--- src/hw/rtl/frse_pkg.sv ---
// package with types and constants for the shared exponent unit
package frse_pkg;
  localparam int unsigned ChanW = 32;
  localparam int unsigned MantW = 8;
  localparam int unsigned ExpW = 8;
  localparam int unsigned FracW = 23;
  localparam int unsigned ExpOffset = 134;
  localparam int unsigned MinMaxExp = 7;
  localparam int unsigned ShiftBase = 16;
  localparam int unsigned QueueDepth = 2;

  typedef struct packed {
    logic [ChanW-1:0] red;
    logic [ChanW-1:0] green;
    logic [ChanW-1:0] blue;
    logic [ExpW-1:0] max_exp;
    logic is_zero;
    logic bad;
  } job_t;

  typedef struct packed {
    logic [MantW-1:0] red_mant;
    logic [MantW-1:0] green_mant;
    logic [MantW-1:0] blue_mant;
    logic [ExpW-1:0] shared_exp;
    logic range_error;
  } res_t;
endpackage

--- src/hw/rtl/frse_front.sv ---
// front stage: classify the channels and find the largest exponent
module frse_front (
  input  logic [frse_pkg::ChanW-1:0] red_i,
  input  logic [frse_pkg::ChanW-1:0] green_i,
  input  logic [frse_pkg::ChanW-1:0] blue_i,
  output frse_pkg::job_t             job_o
);
  logic [frse_pkg::ChanW-1:0] mx;
  logic bad;
  logic [frse_pkg::ExpW-1:0] mexp;

  always_comb begin
    bad = red_i[31] | green_i[31] | blue_i[31]
        | (&red_i[30:23]) | (&green_i[30:23]) | (&blue_i[30:23]);
    mx = red_i;
    if (green_i > mx) mx = green_i;
    if (blue_i > mx) mx = blue_i;
    mexp = mx[30:23];
    job_o.red = red_i;
    job_o.green = green_i;
    job_o.blue = blue_i;
    job_o.max_exp = mexp;
    job_o.is_zero = !bad && (mx == '0);
    job_o.bad = bad || (mx != '0 && mexp < frse_pkg::ExpW'(frse_pkg::MinMaxExp));
  end
endmodule

--- src/hw/rtl/frse_queue.sv ---
// short queue between front and back
module frse_queue #(
  parameter int unsigned Depth = frse_pkg::QueueDepth
) (
  input  logic           clk_i,
  input  logic           rst_ni,
  input  logic           in_valid_i,
  output logic           in_ready_o,
  input  frse_pkg::job_t in_job_i,
  output logic           out_valid_o,
  input  logic           out_ready_i,
  output frse_pkg::job_t out_job_o
);
  localparam int unsigned PtrW = (Depth > 1) ? $clog2(Depth) : 1;
  frse_pkg::job_t mem_q [Depth];
  logic [PtrW-1:0] wr_q, wr_d, rd_q, rd_d;
  logic [PtrW:0] cnt_q, cnt_d;
  logic push, pop;

  assign in_ready_o = cnt_q != (PtrW+1)'(Depth);
  assign out_valid_o = cnt_q != '0;
  assign out_job_o = mem_q[rd_q];
  assign push = in_valid_i && in_ready_o;
  assign pop = out_valid_o && out_ready_i;

  always_comb begin
    wr_d = wr_q;
    rd_d = rd_q;
    if (push) wr_d = (wr_q == PtrW'(Depth-1)) ? '0 : wr_q + 1'b1;
    if (pop) rd_d = (rd_q == PtrW'(Depth-1)) ? '0 : rd_q + 1'b1;
    cnt_d = cnt_q + (PtrW+1)'(push) - (PtrW+1)'(pop);
  end

  always_ff @(posedge clk_i or negedge rst_ni) begin
    if (!rst_ni) begin
      wr_q <= '0;
      rd_q <= '0;
      cnt_q <= '0;
    end else begin
      wr_q <= wr_d;
      rd_q <= rd_d;
      cnt_q <= cnt_d;
    end
  end

  always_ff @(posedge clk_i) begin
    if (push) mem_q[wr_q] <= in_job_i;
  end
endmodule

--- src/hw/rtl/frse_back.sv ---
// back stage: scale the channels and hold the result
module frse_back (
  input  logic           clk_i,
  input  logic           rst_ni,
  input  logic           in_valid_i,
  output logic           in_ready_o,
  input  frse_pkg::job_t in_job_i,
  output logic           out_valid_o,
  input  logic           out_ready_i,
  output frse_pkg::res_t out_res_o
);
  logic valid_q;
  frse_pkg::res_t res_q, res_d;

  function automatic logic [frse_pkg::MantW-1:0] scale(
    input logic [frse_pkg::ChanW-1:0] bits, input logic [frse_pkg::ExpW-1:0] mexp);
    logic [7:0] e;
    logic [23:0] m;
    logic [8:0] sh;
    logic [23:0] s;
    e = (bits[30:23] == '0) ? 8'd1 : bits[30:23];
    m = {bits[30:23] != '0, bits[22:0]};
    sh = {1'b0, mexp} - {1'b0, e} + 9'(frse_pkg::ShiftBase);
    s = m >> sh[4:0];
    if (e > mexp || sh >= 9'd32) scale = '0;
    else scale = s[7:0];
  endfunction

  assign in_ready_o = !valid_q || out_ready_i;
  assign out_valid_o = valid_q;
  assign out_res_o = res_q;

  always_comb begin
    res_d = '0;
    if (in_job_i.bad) begin
      res_d.range_error = 1'b1;
    end else if (!in_job_i.is_zero) begin
      res_d.red_mant = scale(in_job_i.red, in_job_i.max_exp);
      res_d.green_mant = scale(in_job_i.green, in_job_i.max_exp);
      res_d.blue_mant = scale(in_job_i.blue, in_job_i.max_exp);
      res_d.shared_exp = in_job_i.max_exp - frse_pkg::ExpW'(frse_pkg::ExpOffset);
    end
  end

  always_ff @(posedge clk_i or negedge rst_ni) begin
    if (!rst_ni) begin
      valid_q <= 1'b0;
    end else if (in_ready_o) begin
      valid_q <= in_valid_i;
    end
  end

  always_ff @(posedge clk_i) begin
    if (in_valid_i && in_ready_o) res_q <= res_d;
  end
endmodule

--- src/hw/rtl/float_rgb_to_shared_exponent_unit.sv ---
// top level: shared exponent color encoder
// an accepted input is written into the queue, then into the output register
// one item per cycle unless the output stalls; front classifies, back scales
// the two-entry queue lets the front keep accepting while the output stalls
// reset clears queue pointers and the output valid flag, no payload reset
module float_rgb_to_shared_exponent_unit #(
  parameter int unsigned QueueDepth = frse_pkg::QueueDepth
) (
  input  logic        clk_i,
  input  logic        rst_ni,
  input  logic        s_axis_tvalid,
  output logic        s_axis_tready,
  input  logic [95:0] s_axis_tdata,  // red_bits, green_bits, blue_bits
  output logic        m_axis_tvalid,
  input  logic        m_axis_tready,
  output logic [31:0] m_axis_tdata,  // red_mant, green_mant, blue_mant, shared_exp
  output logic        m_axis_tuser   // range_error
);
  frse_pkg::job_t fjob, qjob;
  frse_pkg::res_t res;
  logic q_valid, q_ready;

  frse_front u_front (
    .red_i(s_axis_tdata[31:0]), .green_i(s_axis_tdata[63:32]),
    .blue_i(s_axis_tdata[95:64]), .job_o(fjob)
  );

  frse_queue #(.Depth(QueueDepth)) u_queue (
    .clk_i, .rst_ni, .in_valid_i(s_axis_tvalid), .in_ready_o(s_axis_tready),
    .in_job_i(fjob), .out_valid_o(q_valid), .out_ready_i(q_ready), .out_job_o(qjob)
  );

  frse_back u_back (
    .clk_i, .rst_ni, .in_valid_i(q_valid), .in_ready_o(q_ready), .in_job_i(qjob),
    .out_valid_o(m_axis_tvalid), .out_ready_i(m_axis_tready), .out_res_o(res)
  );

  assign m_axis_tdata = {res.shared_exp, res.blue_mant, res.green_mant, res.red_mant};
  assign m_axis_tuser = res.range_error;
endmodule

--- config.mk ---
export PLATFORM = sky130hd
export DESIGN_NAME = float_rgb_to_shared_exponent_unit
export DESIGN_NICKNAME = d
export VERILOG_FILES = /design/src/hw/rtl/frse_pkg.sv /design/src/hw/rtl/frse_front.sv /design/src/hw/rtl/frse_queue.sv /design/src/hw/rtl/frse_back.sv /design/src/hw/rtl/float_rgb_to_shared_exponent_unit.sv
export SDC_FILE = /design/constraint.sdc
export NUM_CORES = 1
export LEC_CHECK = 0
export BUFFER_PORTS_ARGS = -buffer_cell sky130_fd_sc_hd__buf_2
export CORE_UTILIZATION = 66
export DETAILED_ROUTE_END_ITERATION = 12
export HOLD_SLACK_MARGIN = 0.08
export PLACE_DENSITY = 0.88
export SLEW_MARGIN = 15
export SYNTH_ARGS = -nofsm -noshare
export SYNTH_HDL_FRONTEND = slang
export SYNTH_SLANG_ARGS = --single-unit
--- constraint.sdc ---
create_clock -name clk_i -period 16.8 [get_ports clk_i]
set_clock_uncertainty 0.1 [all_clocks]
set_input_delay 2.52 -clock clk_i [delete_from_list [all_inputs] [get_ports clk_i]]
set_output_delay 2.52 -clock clk_i [all_outputs]
set_load 0.03 [all_outputs]
# Word level (Yosys, flattened, before mapping)
# Memories as Yosys holds them, arrays and structs flattened.
# Index checks and enable logic that the tools add are counted.
[totals]
n_memories = 1
elab_cells = 76
inputBits = 100
out_inout_bits = 35
regBits = 38
mem_bits_rw = 212
[op_classes]
n_shift = 3
add_sub_neg = 11
n_reduce_logical = 27
n_bitwise = 5
order_cmp = 9
mux = 10
n_eq_ne = 1
[mem_list]
columns = ["name", "words", "word_bits", "read_ports", "rd_clocked_by_memory_dff", "wr", "line", "text"]
rows = [
  ["u_queue.mem_q", 2, 106, 1, 0, 1, "frse_queue.sv:15", "frse_pkg::job_t mem_q [Depth];"],
]
[ops]
columns = ["operator", "count"]
rows = [
  ["24-bit by 5-bit >> shifter with 8-bit output", 3],
  ["32-bit > comparator", 2],
  ["32-bit two-way mux", 2],
  ["32-bit logical NOT", 1],
  ["32-bit nonzero test", 1],
  ["9-bit by 5-bit adder with 9-bit output, second input constant", 3],
  ["9-bit by 6-bit greater-or-equal comparator with 1-bit output, second input constant", 3],
  ["8-bit by 8-bit subtractor with 9-bit output", 3],
  ["8-bit > comparator", 3],
  ["8-bit logical NOT", 3],
  ["8-bit two-way mux", 3],
  ["8-bit AND reduction", 3],
  ["8-bit nonzero test", 3],
  ["3-bit OR reduction", 3],
  ["8-bit by 3-bit < comparator with 1-bit output, second input constant", 1],
  ["8-bit subtractor, second input constant", 1],
  ["1-bit logical OR", 5],
  ["1-bit two-way mux", 5],
  ["1-bit OR", 5],
  ["1-bit logical AND", 4],
  ["1-bit adder, second input constant", 2],
  ["2-bit by 1-bit adder with 2-bit output", 1],
  ["1-bit logical NOT", 2],
  ["2-bit != test, second input constant", 1],
  ["other kinds (3)", 3],
]

# Longest topological paths before layout
# An unclocked memory read counts as a cell.
[logic_depth]
word_depth = 8
depth_mapped = 22
mapped_depth_nobuf = 18

# Hierarchy
# Synthesis repeated with hierarchy kept, for this count alone.
[unflattened]
hier_cells = 1393
area_unflattened_um2 = 16793.6
[by_module_without_submodules]
columns = ["module", "area_each_um2", "instances", "seq_area_each_um2", "cells_each"]
rows = [
  ["frse_queue", 7982.7, 1, 6466.2, 352],
  ["frse_back", 5708.0, 1, 1016.0, 595],
  ["frse_front", 3103.0, 1, 0.0, 446],
]

# Worst setup path before layout
# Ideal clock, no wire load.
[synth_path]
path_kind = "in2reg"
startpoint = "input s_axis_tvalid"
endpoint = "memory u_queue.mem_q[0][0] in the netlist's numbering (enable)"
required_time_ns = 16.134
setup_slack_ns = 9.228
arrival_ns = 6.906
setup_ns = 0.566
n_path_buf = 0
cell_stages = 2
cell_sequence = "nand2_1 > nor2_1"
[synth_via]
elab_chain_len = 3
[synth_rtl]
columns = ["element", "line", "text"]
rows = [
  ["start: declaration", "float_rgb_to_shared_exponent_unit.sv:11", "input logic s_axis_tvalid,"],
  ["1-bit logical AND", "frse_queue.sv:23", "assign push = in_valid_i && in_ready_o;"],
  ["1-bit two-way mux", "frse_queue.sv:47", "if (push) mem_q[wr_q] <= in_job_i;"],
  ["1-bit two-way mux (not written as such)", "frse_queue.sv:47", ""],
  ["end: declaration", "frse_queue.sv:15", ""],
]
# Every way passes these cells.

==> impl_results.rst <==
.. list-table::
   :header-rows: 1

   * - Metric
     - Value
   * - Crit path from
     - s_axis_tdata[31]
   * - DRC violations left
     - 0
   * - Wire length of the first global-routing pass
     - roughly 63,000 um
   * - Number of instances in the synthesized netlist
     - 1,266
   * - Register area share after synthesis
     - 47.4%
   * - CTS tree
     - done
   * - Buffers plus inverters on the worst setup path
     - 3
   * - Vertical extent of the die
     - 155 um
   * - Depth of the critical timing path with buffers and inverters included
     - 20
   * - Total number of yosys warnings
     - 0
   * - Post-DP HPWL
     - just under 30,000 um
   * - Critical-path maximum fanout
     - 37
   * - Final-layout setup total negative slack
     - 0 ns
   * - Clock buffers created by TritonCTS
     - 26
   * - Worst Setup Path Type
     - input pin to flop
   * - Critical path arrival
     - 7.57 ns
   * - Hold/Removal Path Class
     - flop to flop
   * - R2R Setup Slk
     - 10.44 ns
   * - Max stage delay on crit path
     - 0.61 ns
   * - List of cells traversed by the critical path
     - buf_2, inv_1, ha_1, nand4b_1, nor4_1, nand3_1, a21boi_0, a31oi_4, buf_4, nor2_1, a21oi_1, ha_1, a211oi_1, o211ai_1, a21oi_1, a31oi_1, o21ai_2, nor2_1, a21oi_1, a41oi_1
   * - Final number of setup-violating endpoints
     - 0
   * - Post-cts repair resize count
     - 0
   * - Top cell by count, worst path
     - sky130_fd_sc_hd__a21oi_1
   * - Average detailed-routed wire length per instance
     - roughly 24 um
   * - Number of max-slew violations in the final report
     - 0
   * - Total Nets Final
     - 1,631
   * - Reg-to-reg endpoint
     - u_back.out_res_o[28]$_SDFFCE_PP0P_
   * - Cts-stage hold buffer count
     - 0
   * - Die Footprint
     - 23,900 um2
   * - Number of post-CTS setup repair buffers
     - 0
   * - Antenna violations before repair
     - 5
   * - Clock-pin slew on the worst setup and hold paths
     - 0.06 ns
   * - Vias in the first global route
     - 11.6k
   * - PortBufs
     - between 100 and 150
   * - Count of pins on the block boundary
     - 135
   * - Global-route usage over all layers
     - 34.8%
   * - Dominant delay contributor by cell family on the critical path
     - compound AO/OA/AOI/OAI gates
   * - Number of vias after detailed routing
     - 11.5k
   * - Startpoint types
     - input pin
   * - Final weighted congestion of routability-driven global placement
     - 0.980
   * - Area overhead of the layout relative to synthesis
     - 11.4%
   * - Async set-or-reset flop fraction in the synthesized netlist
     - 2.05%
   * - Number of cell rows
     - 55
   * - Max-Slew Margin vs Limit
     - 27.4%
   * - Average vias per placed instance
     - 6.67
   * - Result of the run
     - finished clean
   * - Synthesized Nets
     - 1,506
   * - End point of the critical path
     - u_queue.mem_q[1][0]$_DFFE_PP_
   * - Total of max-cap violations
     - 0
   * - Hold Vio Cnt, Final
     - 0
   * - Maximum number of pins on one net before global-route repair
     - 67
   * - Period Utilization, post-route
     - 44.1%
   * - Fraction of layout cells with a size suffix above 1
     - 20.0%
   * - Post-place setup slack
     - 8.55 ns
   * - Slew at the pin closest to its max-slew limit
     - 1.09 ns
   * - Core region area
     - 22,800 um2
   * - Area of the mapped netlist
     - between 15,000 and 20,000 um2
   * - RSZ-0062 raised after global routing
     - false
   * - Number of design-rule violations left by the first detailed-router iteration
     - 1,081
   * - Crit path setup slack, layout
     - 9.38 ns
   * - Effective utilization at floorplan
     - between 60 and 70%
   * - Number of nets with antenna violations after routing
     - 0
   * - Final global-route overflow total
     - 0
   * - Netlist cell types
     - 64
   * - Top FF cell, synth
     - sky130_fd_sc_hd__edfxtp_1
   * - Depth of the worst register-to-register path
     - 18
   * - Max Clock Freq
     - around 130 MHz
   * - Clock network latency to the later pin of the worst-skew pair
     - 0.55 ns
   * - Avg Inst Size Synth
     - 12.2 um2
   * - Slowest cell on the critical path
     - sky130_fd_sc_hd__o21ai_2
   * - Worst EP required
     - roughly 17 ns
   * - CTS H-Tree Depth
     - 1
   * - Post-synthesis register bit count
     - 244
   * - Number of filler instances in the final layout
     - 1,353
   * - Endpoint class of the critical path
     - flop
   * - Launch instance of the worst register-to-register path
     - u_queue.rd_q$_DFFE_PN0P_
   * - EDFF count, synth
     - 239
   * - Final critical-path required period
     - 7.42 ns
   * - Number of search-and-repair iterations in the first detailed-routing pass
     - 5
   * - Clk sinks
     - 244
   * - Maximum buffer depth of the clock tree
     - 3
   * - Overall routed net length
     - roughly 40,000 um
   * - Root Driver
     - sky130_fd_sc_hd__clkbuf_16
   * - Die X
     - 155 um
[worst min path at each step]
stage | startpoint | endpoint | slack [ns] | cells past startpoint
CTS | u_queue.cnt_q[1]$_DFF_PN0_ | u_queue.cnt_q[1]$_DFF_PN0_ | 0.41 | 1
floorplan | u_queue.cnt_q[0]$_DFF_PN0_ | u_back.out_valid_o$_DFFE_PN0N_ | 0.36 | 2
global route | u_queue.cnt_q[1]$_DFF_PN0_ | u_queue.cnt_q[1]$_DFF_PN0_ | 0.42 | 1
finish | u_queue.cnt_q[1]$_DFF_PN0_ | u_queue.cnt_q[1]$_DFF_PN0_ | 0.41 | 1
global placement | u_queue.cnt_q[1]$_DFF_PN0_ | u_queue.cnt_q[1]$_DFF_PN0_ | 0.38 | 1
detailed placement | u_queue.cnt_q[1]$_DFF_PN0_ | u_queue.cnt_q[1]$_DFF_PN0_ | 0.40 | 1
[worst reg2reg max path, cell delays in order (launching register included)]
cell and delay, ns:
sky130_fd_sc_hd__dfrtp_4 0.80, sky130_fd_sc_hd__buf_4 0.65, sky130_fd_sc_hd__buf_4 0.66, sky130_fd_sc_hd__mux2i_1 0.46, sky130_fd_sc_hd__inv_1 0.11, sky130_fd_sc_hd__or4_1 0.60, sky130_fd_sc_hd__nand2_1 0.15, sky130_fd_sc_hd__ha_1 0.16
sky130_fd_sc_hd__inv_1 0.04, sky130_fd_sc_hd__ha_1 0.19, sky130_fd_sc_hd__inv_1 0.07, sky130_fd_sc_hd__fa_1 0.23, sky130_fd_sc_hd__xor2_1 0.82, sky130_fd_sc_hd__nand2_1 0.17, sky130_fd_sc_hd__nand3_1 0.16, sky130_fd_sc_hd__o21ai_0 0.15
sky130_fd_sc_hd__o21ai_0 0.31, sky130_fd_sc_hd__a22oi_1 0.15, sky130_fd_sc_hd__nor2_1 0.20
[layer usage]
layer	vias to the layer above	global-route usage, %	wire (um)
met2	758	58.9	19600
met5	-	0	17
li1	5081	-	-
met4	2	15.0	1710
met1	5492	43.4	14900
met3	145	7.45	4340
[cells in the final DEF (no fill, tap or decap), types with 5 or more instances in the layout]
master                      instances
sky130_fd_sc_hd__o211ai_1          22
sky130_fd_sc_hd__nor2b_1            6
sky130_fd_sc_hd__inv_1            101
sky130_fd_sc_hd__a32oi_1            7
sky130_fd_sc_hd__mux2i_1           94
sky130_fd_sc_hd__clkbuf_16         26
sky130_fd_sc_hd__nor4_1            24
sky130_fd_sc_hd__buf_4             12
sky130_fd_sc_hd__ha_1             134
sky130_fd_sc_hd__fa_1               6
sky130_fd_sc_hd__o21bai_1           6
sky130_fd_sc_hd__nor3_1            13
sky130_fd_sc_hd__a21o_1            12
sky130_fd_sc_hd__clkbuf_1           5
sky130_fd_sc_hd__xor2_1             9
sky130_fd_sc_hd__a22oi_1            9
sky130_fd_sc_hd__nand2b_1           6
sky130_fd_sc_hd__a211oi_1           5
sky130_fd_sc_hd__clkinv_1           5
sky130_fd_sc_hd__nand4_1           29
sky130_fd_sc_hd__nand2_1          109
sky130_fd_sc_hd__mux4_2            66
sky130_fd_sc_hd__o21ai_0           49
sky130_fd_sc_hd__nand3_1           16
sky130_fd_sc_hd__a21oi_1           78
sky130_fd_sc_hd__edfxtp_1         239
sky130_fd_sc_hd__xnor2_1           16
sky130_fd_sc_hd__nor2_1            82
sky130_fd_sc_hd__mux2_2            19
sky130_fd_sc_hd__buf_2            134
[metrics by stage]
stage / hold WS, ns / util, % / instance area (um2) / instances
CTS: 0.412 / 75.3 / 17100 / 1720
detailed placement: 0.398 / 71.8 / 16400 / 1676
finish: 0.408 / 75.3 / 17200 / 1722
floorplan: 0.360 / - / 15400 / 1266
global placement: 0.385 / 71.8 / 16400 / 1676
global route: 0.421 / 75.3 / 17100 / 1721
[flip-flops by register name, summed over array words and instances, names as in the netlist]
name / count
u_back.out_res_o: 33
u_queue.mem_q: 206
u_queue.rd_q: 1
u_back.out_valid_o: 1
u_queue.wr_q: 1
u_queue.cnt_q: 2
[cells by family (layout without fill, tap and decap cells)]
family / count (synthesis) / count (layout) / synth area share [%]
other: 0 / 2 / 0
AO/OA/AOI/OAI: 222 / 222 / 8.94
adder cells (fa/ha/maj): 140 / 140 / 11.7
buffers and inverters: 153 / 294 / 4.12
AND/OR/NAND/NOR: 300 / 300 / 9.03
flip-flops: 244 / 244 / 47.4
multiplexers: 182 / 182 / 17.4
XOR/XNOR: 25 / 25 / 1.42
[cell usage after synthesis (4+ instances only)]
cell type | number | area (um2)
sky130_fd_sc_hd__a31oi_1 | 4 | 25.0
sky130_fd_sc_hd__nand3_1 | 16 | 80.1
sky130_fd_sc_hd__nor3_1 | 13 | 65.1
sky130_fd_sc_hd__o21bai_1 | 6 | 45.0
sky130_fd_sc_hd__nor2b_1 | 6 | 37.5
sky130_fd_sc_hd__dfrtp_1 | 5 | 125
sky130_fd_sc_hd__buf_4 | 7 | 52.6
sky130_fd_sc_hd__a211oi_1 | 5 | 37.5
sky130_fd_sc_hd__xnor2_1 | 16 | 140
sky130_fd_sc_hd__edfxtp_1 | 239 | 7180
sky130_fd_sc_hd__a21oi_1 | 79 | 395
sky130_fd_sc_hd__mux2_2 | 19 | 214
sky130_fd_sc_hd__nand2_1 | 109 | 409
sky130_fd_sc_hd__xor2_1 | 9 | 78.8
sky130_fd_sc_hd__buf_2 | 9 | 45.0
sky130_fd_sc_hd__buf_1 | 4 | 15.0
sky130_fd_sc_hd__mux2i_1 | 94 | 941
sky130_fd_sc_hd__a32oi_1 | 7 | 61.3
sky130_fd_sc_hd__fa_1 | 6 | 120
sky130_fd_sc_hd__ha_1 | 134 | 1680
sky130_fd_sc_hd__clkbuf_1 | 26 | 97.6
sky130_fd_sc_hd__o21ai_0 | 50 | 250
sky130_fd_sc_hd__mux4_2 | 66 | 1490
sky130_fd_sc_hd__inv_1 | 101 | 379
sky130_fd_sc_hd__nand4_1 | 29 | 181
sky130_fd_sc_hd__a21o_1 | 12 | 90.1
sky130_fd_sc_hd__a22oi_1 | 9 | 67.6
sky130_fd_sc_hd__o211ai_1 | 22 | 165
sky130_fd_sc_hd__nand2b_1 | 6 | 37.5
sky130_fd_sc_hd__o31ai_1 | 4 | 30.0
sky130_fd_sc_hd__nor2_1 | 83 | 312
sky130_fd_sc_hd__nor4_1 | 24 | 150
[final cells by class]
type                       count  area, um2  area share, %
inverter                     104        390           2.28
antenna                        2       5.00         0.0292
clock inverter                13        123          0.715
timing repair buffer         146        761           4.44
clock buffer                  31        669           3.90
sequential                   244       7310           42.6
multi-input combinational    869       7510           43.8
tap                          313        392           2.28
Power is not shown: default switching activity piles up to over one toggle a cycle in this logic, so the estimate is an artifact.
